`config.mk`:
```
export PLATFORM = sky130hd
export DESIGN_NAME = gld_pos
export DESIGN_NICKNAME = d
export VERILOG_FILES = /design/src/rtl/core/gld_pkg.sv /design/src/rtl/core/gld_pos.sv
export SDC_FILE = /design/constraint.sdc
export NUM_CORES = 1
export LEC_CHECK = 0
export BUFFER_PORTS_ARGS = -buffer_cell sky130_fd_sc_hd__buf_2
export CELL_PAD_IN_SITES_DETAIL_PLACEMENT = 0
export CELL_PAD_IN_SITES_GLOBAL_PLACEMENT = 1
export CORE_ASPECT_RATIO = 0.8
export CORE_MARGIN = 1.5
export CORE_UTILIZATION = 38
export CTS_BUF_LIST = sky130_fd_sc_hd__clkbuf_16
export DETAILED_ROUTE_END_ITERATION = 10
export PLACE_DENSITY = 0.89
export SETUP_SLACK_MARGIN = 0.02
export SYNTH_ARGS = -nofsm -noshare
export SYNTH_HDL_FRONTEND = slang
export SYNTH_SLANG_ARGS = --single-unit
```
`constraint.sdc`:
```
create_clock -name aclk -period 4.01 [get_ports aclk]
set_input_delay 0.802 -clock aclk [delete_from_list [all_inputs] [get_ports aclk]]
set_output_delay 0.802 -clock aclk [all_outputs]
set_load 0.01 [all_outputs]
```
`src/rtl/core/gld_pkg.sv`:
```
package gld_pkg;

    localparam int CODE_W = 12;
    localparam int CHAR_W = 8;
    localparam int BUF_W  = 24;
    localparam int HELD_W = 5;
    localparam int CW_W   = 4;
    localparam int NFC_W  = 13;
    localparam int XY_W   = 16;
    localparam int CFG_IDX_W  = 3;
    localparam int CFG_DATA_W = 16;

    localparam logic [CFG_IDX_W-1:0] REG_COLOR_BITS    = 3'd0;
    localparam logic [CFG_IDX_W-1:0] REG_MIN_CODE_SIZE = 3'd1;
    localparam logic [CFG_IDX_W-1:0] REG_IMAGE_WIDTH   = 3'd2;
    localparam logic [CFG_IDX_W-1:0] REG_IMAGE_HEIGHT  = 3'd3;
    localparam logic [CFG_IDX_W-1:0] REG_INTERLACED    = 3'd4;

    localparam logic REQ_PUSH  = 1'b0;
    localparam logic REQ_FETCH = 1'b1;

    typedef enum logic [2:0] {
        ST_PIXEL   = 3'd0,
        ST_TAKEN   = 3'd1,
        ST_FULL    = 3'd2,
        ST_NEED    = 3'd3,
        ST_END     = 3'd4,
        ST_CORRUPT = 3'd5
    } status_t;

    typedef enum logic [1:0] {
        MODE_AFTER_CLEAR = 2'd0,
        MODE_NORMAL      = 2'd1,
        MODE_ENDED       = 2'd2,
        MODE_CORRUPT     = 2'd3
    } mode_t;

    typedef enum logic [2:0] {
        S_IDLE,
        S_DECODE,
        S_WALK,
        S_WALK_DATA,
        S_POP,
        S_EMIT
    } state_t;

    typedef struct packed {
        logic [XY_W-1:0] width;
        logic [XY_W-1:0] height;
        logic            interlaced;
    } pos_cfg_t;

    function automatic logic [3:0] eff_min(input logic [3:0] m);
        if (m < 4'd2) begin
            return 4'd2;
        end else if (m > 4'd8) begin
            return 4'd8;
        end
        return m;
    endfunction

    function automatic logic [CHAR_W-1:0] root_mask(input logic [3:0] b);
        logic [3:0] e;
        e = b;
        if (b < 4'd1) begin
            e = 4'd1;
        end else if (b > 4'd8) begin
            e = 4'd8;
        end
        return CHAR_W'((9'd1 << e) - 9'd1);
    endfunction

    function automatic logic [3:0] lace_step(input logic [1:0] p);
        case (p)
            2'd0: return 4'd8;
            2'd1: return 4'd8;
            2'd2: return 4'd4;
            default: return 4'd2;
        endcase
    endfunction

    function automatic logic [2:0] lace_start(input logic [1:0] p);
        case (p)
            2'd0: return 3'd4;
            2'd1: return 3'd2;
            2'd2: return 3'd1;
            default: return 3'd0;
        endcase
    endfunction

endpackage

```
`src/rtl/core/gld_pos.sv`:
```
module gld_pos (
    input  logic                    aclk,
    input  logic                    aresetn,
    input  logic                    advance,
    input  gld_pkg::pos_cfg_t       cfg,
    output logic [15:0]             col,
    output logic [15:0]             row,
    output logic                    in_image
);
    import gld_pkg::*;

    logic [XY_W-1:0] col_reg, col_next, row_reg, row_next, col_inc;
    logic [1:0]      pass_reg, pass_next;
    logic [XY_W:0]   nr;

    always_ff @(posedge aclk) begin
        if (!aresetn) begin
            col_reg  <= '0;
            row_reg  <= '0;
            pass_reg <= '0;
        end else begin
            col_reg  <= col_next;
            row_reg  <= row_next;
            pass_reg <= pass_next;
        end
    end

    always_comb begin
        col_next  = col_reg;
        row_next  = row_reg;
        pass_next = pass_reg;
        col_inc   = col_reg + 16'd1;
        nr        = '0;
        if (advance) begin
            if (col_inc != cfg.width) begin
                col_next = col_inc;
            end else begin
                col_next = '0;
                if (!cfg.interlaced) begin
                    nr = {1'b0, row_reg} + 17'd1;
                end else begin
                    nr = {1'b0, row_reg} + 17'(lace_step(pass_reg));
                    if (pass_reg < 2'd3 && nr >= {1'b0, cfg.height}) begin
                        nr        = 17'(lace_start(pass_reg));
                        pass_next = pass_reg + 2'd1;
                    end
                end
                // The row saturates so that it never wraps back into the image.
                row_next = nr[XY_W] ? '1 : nr[XY_W-1:0];
            end
        end
    end

    assign col      = col_reg;
    assign row      = row_reg;
    assign in_image = row_reg < cfg.height;
endmodule

```
==> Word-level counts from Yosys, hierarchy flattened <==
Index checks and enable logic that the tools add are counted.
{ "totals": {"ff_bits": 34, "out_inout_bits": 33, "wordCells": 30} }
{ "classes": {"reduce_logical": 5, "addsub": 4, "n_mux": 11, "n_bitwise": 1, "order_cmp": 3, "n_eq_ne": 3} }
{ "op_table": {"columns": ["cell", "n"], "rows": [
  ["$mux W17", 4],
  ["$mux W16", 2],
  ["$add A16 B1 Y17 const B", 1],
  ["$add A16 B4 Y17", 1],
  ["$ge A17 B16 Y1", 1],
  ["$add A16 B1 Y16 const B", 1],
  ["$lt A16 B16 Y1", 1],
  ["$ne A16 B16 Y1", 1],
  ["$mux W4", 3],
  ["$pmux W3 S3", 1],
  ["$pmux W4 S2", 1],
  ["$reduce_and A4 Y1", 1],
  ["$add A2 B1 Y2 const B", 1],
  ["$eq A2 B1 Y1 const B", 1],
  ["$eq A2 B2 Y1 const B", 1],
  ["$logic_not A2 Y1", 1],
  ["$lt A2 B2 Y1 const B", 1],
  ["$reduce_and A2 Y1", 1],
  ["$reduce_or A2 Y1", 1],
  ["$logic_and A1 B1 Y1", 1],
  ["$not A1 Y1", 1]
]} }

==> Depth between registers and ports, before layout <==
Gate-level depths: netlist (run 1).
{ "logic_depth": {"depth_word": 14, "ltp_mapped": 20, "mapped_depth_nobuf": 18} }

==> Least setup slack after synthesis (run 1) <==
Ideal clock, no wire load.
{ "synth_timing": {"path_kind": "flip-flop to flip-flop", "from": "reg pass_reg[0]", "to": "reg row_reg[10], in the netlist row[10]", "t_required_ns": 3.940, "setup_ns": 0.070, "setup_slack_ns": -0.003, "path_stages_with_launch": 19, "arrival_time_ns": 3.944, "path_buffers": 1, "cell_sequence": "dfxtp_1 inv_1 ha_1 or2_2 ha_1 nor2_1 nor4_2 nand3_1 xnor2_1 ha_1 a211oi_1 o21ai_0 o211ai_1 a41oi_1 nor2_1 clkbuf_1 o21ai_0 a22o_1 a21oi_1"} }
{ "synth_via": {"elab_chain_cells": 14} }
{ "synth_lines": {"columns": ["item", "line_no", "source"], "rows": [
  ["from (decl)", "gld_pos.sv:13", "logic [1:0] pass_reg, pass_next;"],
  ["from (signal assigned)", "gld_pos.sv:24", "pass_reg <= pass_next;"],
  ["$eq A2 B1 Y1 / $logic_not A2 Y1 (equally long branches)", "gld_pkg.sv:74", "case (p)"],
  ["$reduce_or A2 Y1 (no source line)", null, null],
  ["$pmux W4 S2", "gld_pkg.sv:74", null],
  ["$mux W4", "gld_pos.sv:39", "if (!cfg.interlaced) begin"],
  ["$mux W4", "gld_pos.sv:35", "if (col_inc != cfg.width) begin"],
  ["$mux W4", "gld_pos.sv:34", "if (advance) begin"],
  ["$add A16 B4 Y17", "gld_pos.sv:42", "nr = {1'b0, row_reg} + 17'(lace_step(pass_reg));"],
  ["$ge A17 B16 Y1", "gld_pos.sv:43", "if (pass_reg < 2'd3 && nr >= {1'b0, cfg.height}) begin"],
  ["$logic_and A1 B1 Y1", "gld_pos.sv:43", null],
  ["$mux W17 *", "gld_pos.sv:43", null],
  ["$mux W17 *", "gld_pos.sv:39", null],
  ["$mux W17 *", "gld_pos.sv:35", null],
  ["$mux W17 *", "gld_pos.sv:34", null],
  ["$mux W16 *", "gld_pos.sv:49", "row_next = nr[XY_W] ? '1 : nr[XY_W-1:0];"],
  ["to (signal assigned)", "gld_pos.sv:23", "row_reg <= row_next;"],
  ["to (decl)", "gld_pos.sv:12", "logic [XY_W-1:0] col_reg, col_next, row_reg, row_next, col_inc;"]
]} }
Mark *: on every way between the ends. The rest lies on a longest branch, timed or not. The select of a mux whose other input is x is not followed.
A chain may end at the register's enable or synchronous reset.

==> Final worst setup path (run 1) <==
{ "layout_timing": {"from": "reg pass_reg[0]", "to": "reg row_reg[7], in the netlist row[7]"} }
The elaborated chain is that of the path after synthesis.

==> results by group, run 1 <==
Synth
  • Library cells used by synthesis: 73
  • Syn avg cell area: 7.42 sq um
  • Post-synth ARST share: 0
  • Synth warnings: 0
  • Register area share after synthesis: 0.171
  • Synthesized flop and latch total: 34
  • Synth Flop Type: dfxtp_1
  • Syn Nets: about 620
  • Post-synth EDFFs: 0
  • Gate Count Post-Synth: roughly 540
  • Mapped Area: 3980 sq um

Timing
  • Shortest period the worst path allows: 3.83 ns
  • Fin crit share: 0.954
  • Final setup vio count: 0
  • RSZ-0062 raised after global routing: no
  • Clock skew: 0.00511 ns
  • Final hold violations: 0
  • Final slew viol count: 0
  • Final WS setup: 0.184 ns
  • Final hold slack: 0.492 ns
  • Max Clk Rate: 0.261 GHz
  • Setup TNS: 0 ns
  • Slew HR: 0.364
  • Tightest Pin Transition: roughly 0.95 ns

Setup path
  • Crit path launch type: flip-flop
  • WP data required: 4.18 ns
  • CP Class: flip-flop to flip-flop
  • Worst r2r path cells: 17
  • CP arrival: 3.99 ns
  • Worst-path maximum fanout: 9
  • Critical path endpoint category: flip-flop

Layout
  • Nets: 687
  • Ratio of cells with drive above 1 in the final layout: 0.251
  • Fin util: 0.475
  • P&R area growth vs syn: 22.0%
  • Antenna Diode Count: 0
  • Commonest non-fill, non-tap cell in the layout: buf_2
  • Most frequent cells in the layout: 69 x buf_2, 53 x nand2_1, 38 x o21ai_0, 36 x nor2_1, 36 x ha_1
  • Layout filler cell count: about 1000

Placement
  • PortBufs: 68
  • Placer Congestion: 0.862
  • Post-DP HPWL: ~8.8 mm
  • Pre-CTS setup slack: -0.123 ns

Clocking
  • Total CTS buffers: 5
  • Hold Buf Count CTS: 0
  • Clock Latency Late Sink: 0.28 ns
  • Reg clk slew, reported paths: 0.06 ns
  • CTS Buffer Depth: 2
  • CTS root buf: clkbuf_16
  • Sink Count: 34
  • H-Tree Depth: 2
  • CTS tree: yes

Floorplan
  • Starting density of the core: 0.389
  • Chip width: 117 um
  • Die Y: 94.6 um
  • Core ar.: about 10000 sq um
  • Floorplan row count: 33
  • Num ports: between 60 and 70
  • Die area: 11100 sq um

Pwr
  • VDD IR-drop max: ~150 uV
  • PD cells: 184 nW/um^2
  • Final Power: 0.894 mW
  • Leakage: 2.10 nW

Detailed routing
  • Post-DRT Antenna Nets: 0
  • DRC: 0
  • WL final: 11.7 mm
  • WL per Instance: 15.6 um
  • DRT iter0 DRCs: 301
  • Vias/cell: 5.67
  • Vias: about 4300
  • Router iterations before antenna repair: 5

Global routing
  • First-pass GRT wire length: 18.6 mm
  • Number of global-route vias before repair: 3809
  • Largest net degree at the start of global routing: 61
  • GRT busiest layer: met2
  • M1 GR Usage: 0.285
  • GRT overflow: 0
  • GRT Util Overall: 0.203
  • Initial antenna violation count: 0
  • Met3 usage: 0.0350
  • Met2 usage in global routing: 0.329

Worst hold path
  • Tightest Hold Check Type: flip-flop to flip-flop
  • Worst Hold Depth: 2

Run
  • Max-Cap Viols: 0

Run status
  • Status: completed
==> cell type report <==
| cell class | count | area (sq um) | share of cell area |
|---|---|---|---|
| clock buffer | 5 | 125 | 0.0257 |
| sequential | 34 | 686 | 0.141 |
| tap | 140 | 175 | 0.0360 |
| inverter | 30 | 113 | 0.0232 |
| multi-input combinational | 437 | 3130 | 0.644 |
| timing repair buffer | 101 | 589 | 0.121 |
| clock inverter | 3 | 40.0 | 0.00824 |
==> through the flow <==
stage	area, sq um	cells
after floorplan	3990	537
after global placement	4560	739
after detailed placement	4560	739
after CTS	4760	747
after global routing	4860	750
final	4860	750
==> where the power goes <==
group / leakage, nW / internal, mW / switching (mW)
logic: 1.75 / 0.0464 / 0.0662
registers: 0.275 / 0.339 / 0.00176
clock network: 0.0836 / 0.291 / 0.150
total: 2.10 / 0.676 / 0.218
==> logic make-up after synthesis <==
logic type,synth area share
flops,0.171
xor+xnor,0.0769
fa+ha+maj,0.134
buf+inv,0.0707
mux,0.0154
compound gates,0.228
simple gates,0.305
==> worst max-delay path, stage by stage, from the launching register on <==
cell	delay [ns]
dfxtp_2	0.35
inv_1	0.06
ha_1	0.21
or2_4	0.27
ha_4	0.18
a211oi_1	0.41
nor4_4	0.11
buf_4	0.19
xor2_1	0.15
ha_1	0.30
nand4_1	0.12
nor3_2	0.27
o31ai_2	0.14
nand4_1	0.11
a21boi_1	0.10
buf_4	0.15
a311o_1	0.34
a32o_1	0.25
==> cell usage after synthesis, types with 3 or more instances <==
cell	instances	area (sq um)
nand2_1	53	199
ha_1	41	513
o21ai_0	40	200
nor2_1	37	139
nand3_1	35	175
dfxtp_1	34	681
inv_1	29	109
a21oi_1	24	120
xnor2_1	23	201
clkbuf_1	20	75.1
nor3_1	14	70.1
nand4_1	12	75.1
xor2_1	12	105
and3_1	9	56.3
nor4b_1	8	70.1
o211ai_1	7	52.6
or2_2	7	43.8
a211oi_1	6	45.0
a21o_1	6	45.0
a31oi_1	6	37.5
and4_1	6	52.6
buf_2	6	30.0
or3_1	6	37.5
a21boi_0	5	37.5
buf_4	5	37.5
mux2i_1	5	50.1
nor2b_1	5	31.3
and2_1	4	25.0
buf_1	4	15.0
nor3b_1	4	30.0
nor4_1	4	25.0
o21a_1	4	30.0
o31ai_1	4	30.0
a22o_1	3	26.3
o2111a_1	3	33.8
o22ai_1	3	18.8
==> timing repair <==
action / 4_1_cts / 5_1_grt
setup buffers: 0 / 2
setup endpoints to repair: 14 / 18
gates resized for setup: 8 / 22
pin swaps: 2 / 10
gates cloned: 0 / 1
==> final timing paths <==
path / start / end / slack (ns)
worst max-delay path: pass_reg[0] / row[7] / 0.18
worst min-delay path: pass_reg[0] / pass_reg[0] / 0.49
worst max register to register: pass_reg[0] / row[7] / 0.18
worst min register to register: pass_reg[0] / pass_reg[0] / 0.49
==> metal layers <==
metal / part of all wire / vias up
met5: 0 / -
met4: 0.0090 / 0
met3: 0.055 / 8
met2: 0.44 / 127
met1: 0.49 / 2011
li1: - / 2107
(Power assumes the default switching activity.)
==> inputs of run 2 (changes only) <==
--- a/config.mk
+++ b/config.mk
@@ -10,10 +10,10 @@
 export CELL_PAD_IN_SITES_GLOBAL_PLACEMENT = 1
 export CORE_ASPECT_RATIO = 0.8
 export CORE_MARGIN = 1.5
-export CORE_UTILIZATION = 38
+export CORE_UTILIZATION = 31
 export CTS_BUF_LIST = sky130_fd_sc_hd__clkbuf_16
 export DETAILED_ROUTE_END_ITERATION = 10
-export PLACE_DENSITY = 0.89
+export PLACE_DENSITY = 0.77
 export SETUP_SLACK_MARGIN = 0.02
 export SYNTH_ARGS = -nofsm -noshare
 export SYNTH_HDL_FRONTEND = slang
==> run 2 against run 1 <==
  * Via count is 0.87% higher
  * Die area is 22% higher
  * Critical endpoint is now row[1]
  * Register-to-register slack worse by 0.03 ns
  * Worst setup slack worse by 0.031 ns
  * Largest power group unchanged
==> results by group, run 2 (synthesis gave the netlist of run 1 again) <==
Run status
  • Status: completed

Detailed routing
  • Vias/cell: 5.48 (-3.4%)
  • Vias: 4290 (+0.87%)
  • DRC: 0 (unchanged)
  • WL per Instance: 15.7 um (+0.48%)
  • Router iterations before antenna repair: 5 (unchanged)
  • Post-DRT Antenna Nets: 0 (unchanged)
  • WL final: 12.3 mm (+4.9%)
  • DRT iter0 DRCs: 252 (-16%)

Layout
  • P&R area growth vs syn: 23.6%
  • Antenna Diode Count: 0 (unchanged)
  • Ratio of cells with drive above 1 in the final layout: 0.258 (+0.00735)
  • Register area: 686 sq um (unchanged)
  • Commonest non-fill, non-tap cell in the layout: buf_2
  • Nets: 690 (+0.44%)
  • Fin util: 0.399 (-0.0755)
  • Layout Cells excl Fill: 783 (+4.4%)
  • Most frequent cells in the layout: 69 x buf_2, 52 x nand2_1, 37 x ha_1, 36 x o21ai_0, 35 x nand3_1
  • Multi-input gate area: 3140 sq um (+0.36%)
  • Fin area: 4930 sq um (+1.4%)
  • Layout filler cell count: 1329 (+33%)

Setup path
  • Worst-path maximum fanout: 4 (-5)
  • CP Class: flip-flop to flip-flop
  • Slowest stage delay, CP: 0.37 ns (-0.04 ns)
  • Critical path endpoint category: flip-flop
  • WP data required: 4.15 ns (-0.03 ns)
  • Critical path cell sequence: ha_1 -> ha_2 -> inv_1 -> fa_2 -> nor2b_2 -> o21ai_1 -> or2_2 -> nor2_2 -> xor2_2 -> ha_1 -> nand2_2 -> nor3_4 -> a221oi_2 -> nor2_2 -> nor2_2 -> mux2_2 -> mux2i_1 -> a21oi_1
  • Worst r2r path cells: 18 (+1)
  • Crit path launch type: flip-flop
  • Worst path slowest cell: fa_2
  • CP most frequent cell: nor2_2
  • CP arrival: 4.00 ns (about the same)

Worst hold path
  • Tightest Hold Check Type: flip-flop to flip-flop
  • Worst Hold Depth: 2 (unchanged)

Timing
  • Clock skew: 0.00629 ns (+0.00117 ns)
  • Final slew viol count: 0 (unchanged)
  • Final setup vio count: 0 (unchanged)
  • RSZ-0062 raised after global routing: yes
  • Final hold slack: 0.514 ns (+0.0214 ns)
  • Slew HR: 0.357 (-0.00719)
  • Tightest Pin Transition: 0.965 ns (+0.0108 ns)
  • Max Clk Rate: 0.259 GHz (-0.80%)
  • Shortest period the worst path allows: 3.86 ns (+0.0308 ns)
  • Final WS setup: 0.153 ns (-0.0308 ns)
  • Final hold violations: 0 (unchanged)
  • Fin crit share: 0.962 (+0.00767)

Floorplan
  • Die Y: 104 um (+10%)
  • Num ports: 69 (unchanged)
  • Chip width: 130 um (+10%)
  • Floorplan row count: 36 (+9.1%)
  • Starting density of the core: 0.323 (-0.0663)
  • Die area: 13500 sq um (+22%)
  • Core ar.: 12300 sq um (+21%)

Clocking
  • Sink Count: 34 (unchanged)
  • CTS tree: yes
  • Reg clk slew, reported paths: 0.06 ns (about the same)
  • H-Tree Depth: 2 (unchanged)
  • Clock Latency Late Sink: 0.28 ns (about the same)
  • Total CTS buffers: 5 (unchanged)
  • Hold Buf Count CTS: 0 (unchanged)
  • CTS root buf: clkbuf_16
  • CTS Buffer Depth: 2 (unchanged)

Placement
  • Pre-CTS setup slack: -0.210 ns (-0.0871 ns)
  • Post-DP HPWL: 9.28 mm (+5.4%)
  • PortBufs: 68 (unchanged)
  • Placer Congestion: 0.886 (+2.8%)
  • Cell count after placement: 772 (+4.5%)
  • Dpl cell area: 4620 sq um (+1.2%)

Pwr
  • NetSw: 0.216 mW (-0.68%)
  • Leakage: 2.13 nW (+1.0%)
  • Reg power frac: 0.383 (+0.002)
  • Sw Share: 0.243 (-0.000479)
  • Comb power frac: 0.129 (+0.003)
  • VDD IR-drop max: 182 uV (+23%)
  • Internal power: 0.673 mW (-0.43%)
  • Clock share of power: 0.488 (-0.005)
  • PD cells: 181 nW/um^2 (-1.8%)

Global routing
  • GRT overflow: 0 (unchanged)
  • GRT Util Overall: 0.183 (-0.0196)
  • Largest net degree at the start of global routing: 61 (unchanged)
  • First-pass GRT wire length: 20.1 mm (+7.6%)
  • Initial antenna violation count: 0 (unchanged)
  • Number of global-route vias before repair: 3930 (+3.2%)

Run
  • Max-Cap Viols: 0 (unchanged)
[run 2: critical path: cells and delay by family, from the launching register on]
family / cells / cell delay [ns]
AND/OR/NAND/NOR: 7 / 1.09
buffers and inverters: 1 / 0.06
multiplexers: 2 / 0.49
AO/OA/AOI/OAI: 3 / 0.50
adder cells (fa/ha/maj): 4 / 1.04
XOR/XNOR: 1 / 0.18
flip-flops: 1 / 0.36
[run 2: what timing repair did]
item | CTS | global route
resized for setup | 13 | 24
endpoints found under the hold margin | 0 | 0
setup endpoints to repair | 18 | 18
setup buffers | 1 | 2
gates cloned | 1 | 0
pin swaps | 4 | 18
[run 2: area by class of cell]
class	count	share of cell area
multi-input combinational	437	0.638
sequential	34	0.139
timing repair buffer	104	0.124
tap	171	0.0434
clock buffer	5	0.0254
inverter	30	0.0229
clock inverter	2	0.00686
[run 2: power groups by stage]
stage                     clock, mW  sequential [mW]  combinational, mW
after floorplan                   0            0.350             0.0694
after global placement            0            0.349              0.108
after detailed placement          0            0.349              0.111
after CTS                     0.447            0.341              0.113
after global routing          0.462            0.341              0.128
final                         0.434            0.341              0.114
[run 2: per-stage QoR]
stage / total power [mW] / setup TNS, ns
floorplan: 0.419 / 0
global placement: 0.457 / -0.0543
detailed placement: 0.460 / -1.48
CTS: 0.901 / 0
global route: 0.931 / -0.116
finish: 0.889 / 0
[run 2: worst paths after layout]
check / startpoint / to / slack, ns
max: pass_reg[1] / row[1] / 0.15
min reg2reg: pass_reg[0] / pass_reg[0] / 0.51
min: pass_reg[0] / pass_reg[0] / 0.51
max reg2reg: pass_reg[1] / row[1] / 0.15
[run 2: layer usage]
| layer | up-vias | track usage | share of wire |
|---|---|---|---|
| met2 | 139 | 0.284 | 0.45 |
| li1 | 2112 | - | - |
| met3 | 2 | 0.0422 | 0.062 |
| met5 | - | 0 | 0 |
| met1 | 2037 | 0.264 | 0.48 |
| met4 | 0 | 0.0222 | 0.0023 |
==> inputs of run 3 (changes only) <==
--- a/config.mk
+++ b/config.mk
@@ -5,6 +5,7 @@
 export SDC_FILE = /design/constraint.sdc
 export NUM_CORES = 1
 export LEC_CHECK = 0
+export ABC_AREA = 1
 export BUFFER_PORTS_ARGS = -buffer_cell sky130_fd_sc_hd__buf_2
 export CELL_PAD_IN_SITES_DETAIL_PLACEMENT = 0
 export CELL_PAD_IN_SITES_GLOBAL_PLACEMENT = 1
@@ -13,8 +14,9 @@
 export CORE_UTILIZATION = 31
 export CTS_BUF_LIST = sky130_fd_sc_hd__clkbuf_16
 export DETAILED_ROUTE_END_ITERATION = 10
-export PLACE_DENSITY = 0.77
+export PLACE_DENSITY = 0.8
 export SETUP_SLACK_MARGIN = 0.02
+export SLEW_MARGIN = 15
 export SYNTH_ARGS = -nofsm -noshare
 export SYNTH_HDL_FRONTEND = slang
 export SYNTH_SLANG_ARGS = --single-unit
==> run 3 against run 2 <==
  * Fmax grew 3.8%
  * Worst setup slack gained 0.14 ns
  * Register-to-register slack gained 0.14 ns
  * Routed wire length shrank 3.0%
==> results by group, run 3 <==
Layout
  • Fin util: 0.397 (-0.00200)
  • Antenna Diode Count: 0 (unchanged)
  • Nets: 807 (+17%)
  • Fin area: 4880 sq um (-0.86%)
  • Commonest non-fill, non-tap cell in the layout: nand2_1
  • Layout Cells excl Fill: 901 (+15%)
  • Ratio of cells with drive above 1 in the final layout: 0.214 (-0.0445)
  • P&R area growth vs syn: 23.4%
  • Most frequent cells in the layout: 164 x nand2_1, 103 x inv_1, 68 x buf_2, 50 x nand3_1, 47 x nor2_1
  • Layout filler cell count: 1340 (+0.83%)

Synth
  • Post-synthesis mux area share: 0 (-0.0154)
  • Most numerous cell in the Yosys netlist: nand2_1
  • Mapped Area: 3960 sq um (-0.63%)
  • Post-synth ARST share: 0 (unchanged)
  • Main combinational cell family by area after synthesis: simple AND/OR/NAND/NOR gates
  • Post-Synth XOR/XNOR Area: 0.0367 (-0.0403)
  • Adder-cell share of the synthesized area: 0.135 (+0.000846)
  • Synth warnings: 0 (unchanged)
  • Register area share after synthesis: 0.172 (+0.00108)
  • Synthesized flop and latch total: 34 (unchanged)
  • Commonest cells in the netlist: 170 x nand2_1, 101 x inv_1, 52 x nor2_1
  • Post-synth EDFFs: 0 (unchanged)
  • Synth area leaders: dfxtp_1 17%, nand2_1 16%, ha_1 13%
  • Post-synth top area share: 0.172 (+0.00108)
  • Synth Flop Type: dfxtp_1
  • Syn avg cell area: 6.08 sq um (-18%)
  • Syn Nets: 729 (+19%)
  • Area leader, netlist: dfxtp_1
  • Simple-Gate Fraction of Synth Area: 0.399 (+0.0948)
  • Gate Count Post-Synth: 651 (+21%)
  • Compound-cell area share of the yosys netlist: 0.138 (-0.0893)
  • Library cells used by synthesis: 42 (-42%)

Setup path
  • CP most frequent cell: nand2_1
  • Crit path launch type: flip-flop
  • Critical path endpoint category: flip-flop
  • Slowest stage delay, CP: 0.36 ns (about the same)
  • WP data required: 4.17 ns (+0.02 ns)
  • CP Class: flip-flop to flip-flop
  • Worst path slowest cell: dfxtp_4
  • Worst-path maximum fanout: 6 (+2)
  • CP arrival: 3.87 ns (-0.13 ns)

Detailed routing
  • Vias/cell: 4.87 (-11%)
  • Router iterations before antenna repair: 5 (unchanged)
  • DRC: 0 (unchanged)
  • Post-DRT Antenna Nets: 0 (unchanged)
  • WL final: 11.9 mm (-3.0%)
  • DRT iter0 DRCs: 257 (+2.0%)
  • WL per Instance: 13.2 um (-16%)
  • Vias: 4387 (+2.3%)

Clocking
  • CTS tree: yes
  • H-Tree Depth: 2 (unchanged)
  • Total CTS buffers: 5 (unchanged)
  • CTS Buffer Depth: 2 (unchanged)
  • Sink Count: 34 (unchanged)
  • CTS root buf: clkbuf_16
  • Reg clk slew, reported paths: 0.05 ns (about the same)
  • Hold Buf Count CTS: 0 (unchanged)
  • Clock Latency Late Sink: 0.28 ns (about the same)

Floorplan
  • Die area: 13500 sq um (-0.61%)
  • Starting density of the core: 0.322 (-0.000853)
  • Num ports: 69 (unchanged)
  • Floorplan row count: 36 (unchanged)
  • Core ar.: 12300 sq um (-0.36%)
  • Chip width: 129 um (-0.31%)
  • Die Y: 104 um (-0.31%)

Timing
  • Tightest Pin Transition: 0.748 ns (-0.217 ns)
  • Final setup vio count: 0 (unchanged)
  • Max Clk Rate: 0.269 GHz (+3.8%)
  • Slew HR: 0.500 (+0.143)
  • Clock skew: 0.0110 ns (+0.00470 ns)
  • Final hold slack: 0.489 ns (-0.0246 ns)
  • Final slew viol count: 0 (unchanged)
  • Shortest period the worst path allows: 3.72 ns (-0.140 ns)
  • RSZ-0062 raised after global routing: no
  • Fin crit share: 0.927 (-0.0349)
  • Final hold violations: 0 (unchanged)

Global routing
  • M1 GR Usage: 0.261 (-0.00259)
  • Number of global-route vias before repair: 4021 (+2.3%)
  • Initial antenna violation count: 0 (unchanged)
  • Met2 usage in global routing: 0.275 (-0.00951)
  • GRT busiest layer: met2
  • Met3 usage: 0.0237 (-0.0185)
  • Largest net degree at the start of global routing: 20 (-67%)
  • GRT Util Overall: 0.177 (-0.00589)
  • First-pass GRT wire length: 19.4 mm (-3.2%)
  • GRT overflow: 0 (unchanged)

Placement
  • Dpl cell area: 4570 sq um (-1.1%)
  • PortBufs: 68 (unchanged)
  • Placer Congestion: 0.855 (-3.4%)
  • Post-DP HPWL: 9.34 mm (+0.65%)
  • Cell count after placement: 891 (+15%)

Run
  • Max-Cap Viols: 0 (unchanged)

Worst hold path
  • Tightest Hold Check Type: flip-flop to flip-flop

Pwr
  • Leakage: 2.33 nW (+9.7%)
  • VDD IR-drop max: 131 uV (-28%)
  • PD cells: 181 nW/um^2 (+0.41%)

Run status
  • Status: completed
-- run 3: kinds of logic (layout without fill, tap and decap cells) --
kind of cell	after synthesis	after routing
xor+xnor	15	15
compound gates	96	96
flops	34	34
simple gates	343	343
buf+inv	121	200
fa+ha+maj	42	42
-- run 3: critical path, delay by kind of cell, from the launching register on --
kind                     cells  cell delay, ns
AND/OR/NAND/NOR             17            1.62
flip-flops                   1            0.36
buffers and inverters        5            0.54
adder cells (fa/ha/maj)      3            0.73
XOR/XNOR                     1            0.15
AO/OA/AOI/OAI                2            0.21
-- run 3: area by class of cell --
cell class                 instances  area, sq um  share of cell area
multi-input combinational        496         2920               0.598
sequential                        34          686               0.140
timing repair buffer              85          498               0.102
inverter                         107          402              0.0822
tap                              171          214              0.0438
clock buffer                       5          125              0.0256
clock inverter                     3         37.5             0.00769
-- run 3: what timing repair did --
item,in CTS,in global routing
cloned,0,1
resized for setup,3,29
setup buffers,0,1
setup endpoints to repair,18,18
pin swaps,0,7
-- run 3: stage by stage --
stage          setup slack [ns]  TNS, ns  power [mW]
2_1_floorplan             0.168        0       0.416
3_3_place_gp             0.0618        0       0.454
3_5_place_dp            -0.0610   -0.737       0.457
4_1_cts                  0.0385        0       0.899
5_1_grt                  0.0212        0       0.931
6_report                  0.293        0       0.885
-- run 3: path summary, 6_finish.rpt --
kind,end,slack [ns],start,depth (start not counted)
setup / recovery,row[8],0.29,pass_reg[1],28
hold / removal,pass_reg[0],0.49,pass_reg[0],2
setup reg to reg,row[8],0.29,pass_reg[1],28
hold reg to reg,pass_reg[0],0.49,pass_reg[0],2
-- run 3: metal layers --
| metal | wire (um) | up-vias |
|---|---|---|
| li1 | - | 2262 |
| met1 | 5940 | 1977 |
| met2 | 5100 | 140 |
| met3 | 792 | 8 |
| met4 | 99 | 0 |
| met5 | 0 | - |
-- run 3: report_power, final --
part | internal [mW] | total, mW | switching (mW)
logic | 0.0400 | 0.109 | 0.0693
clock network | 0.289 | 0.434 | 0.146
registers | 0.339 | 0.342 | 0.00292
total | 0.668 | 0.885 | 0.218
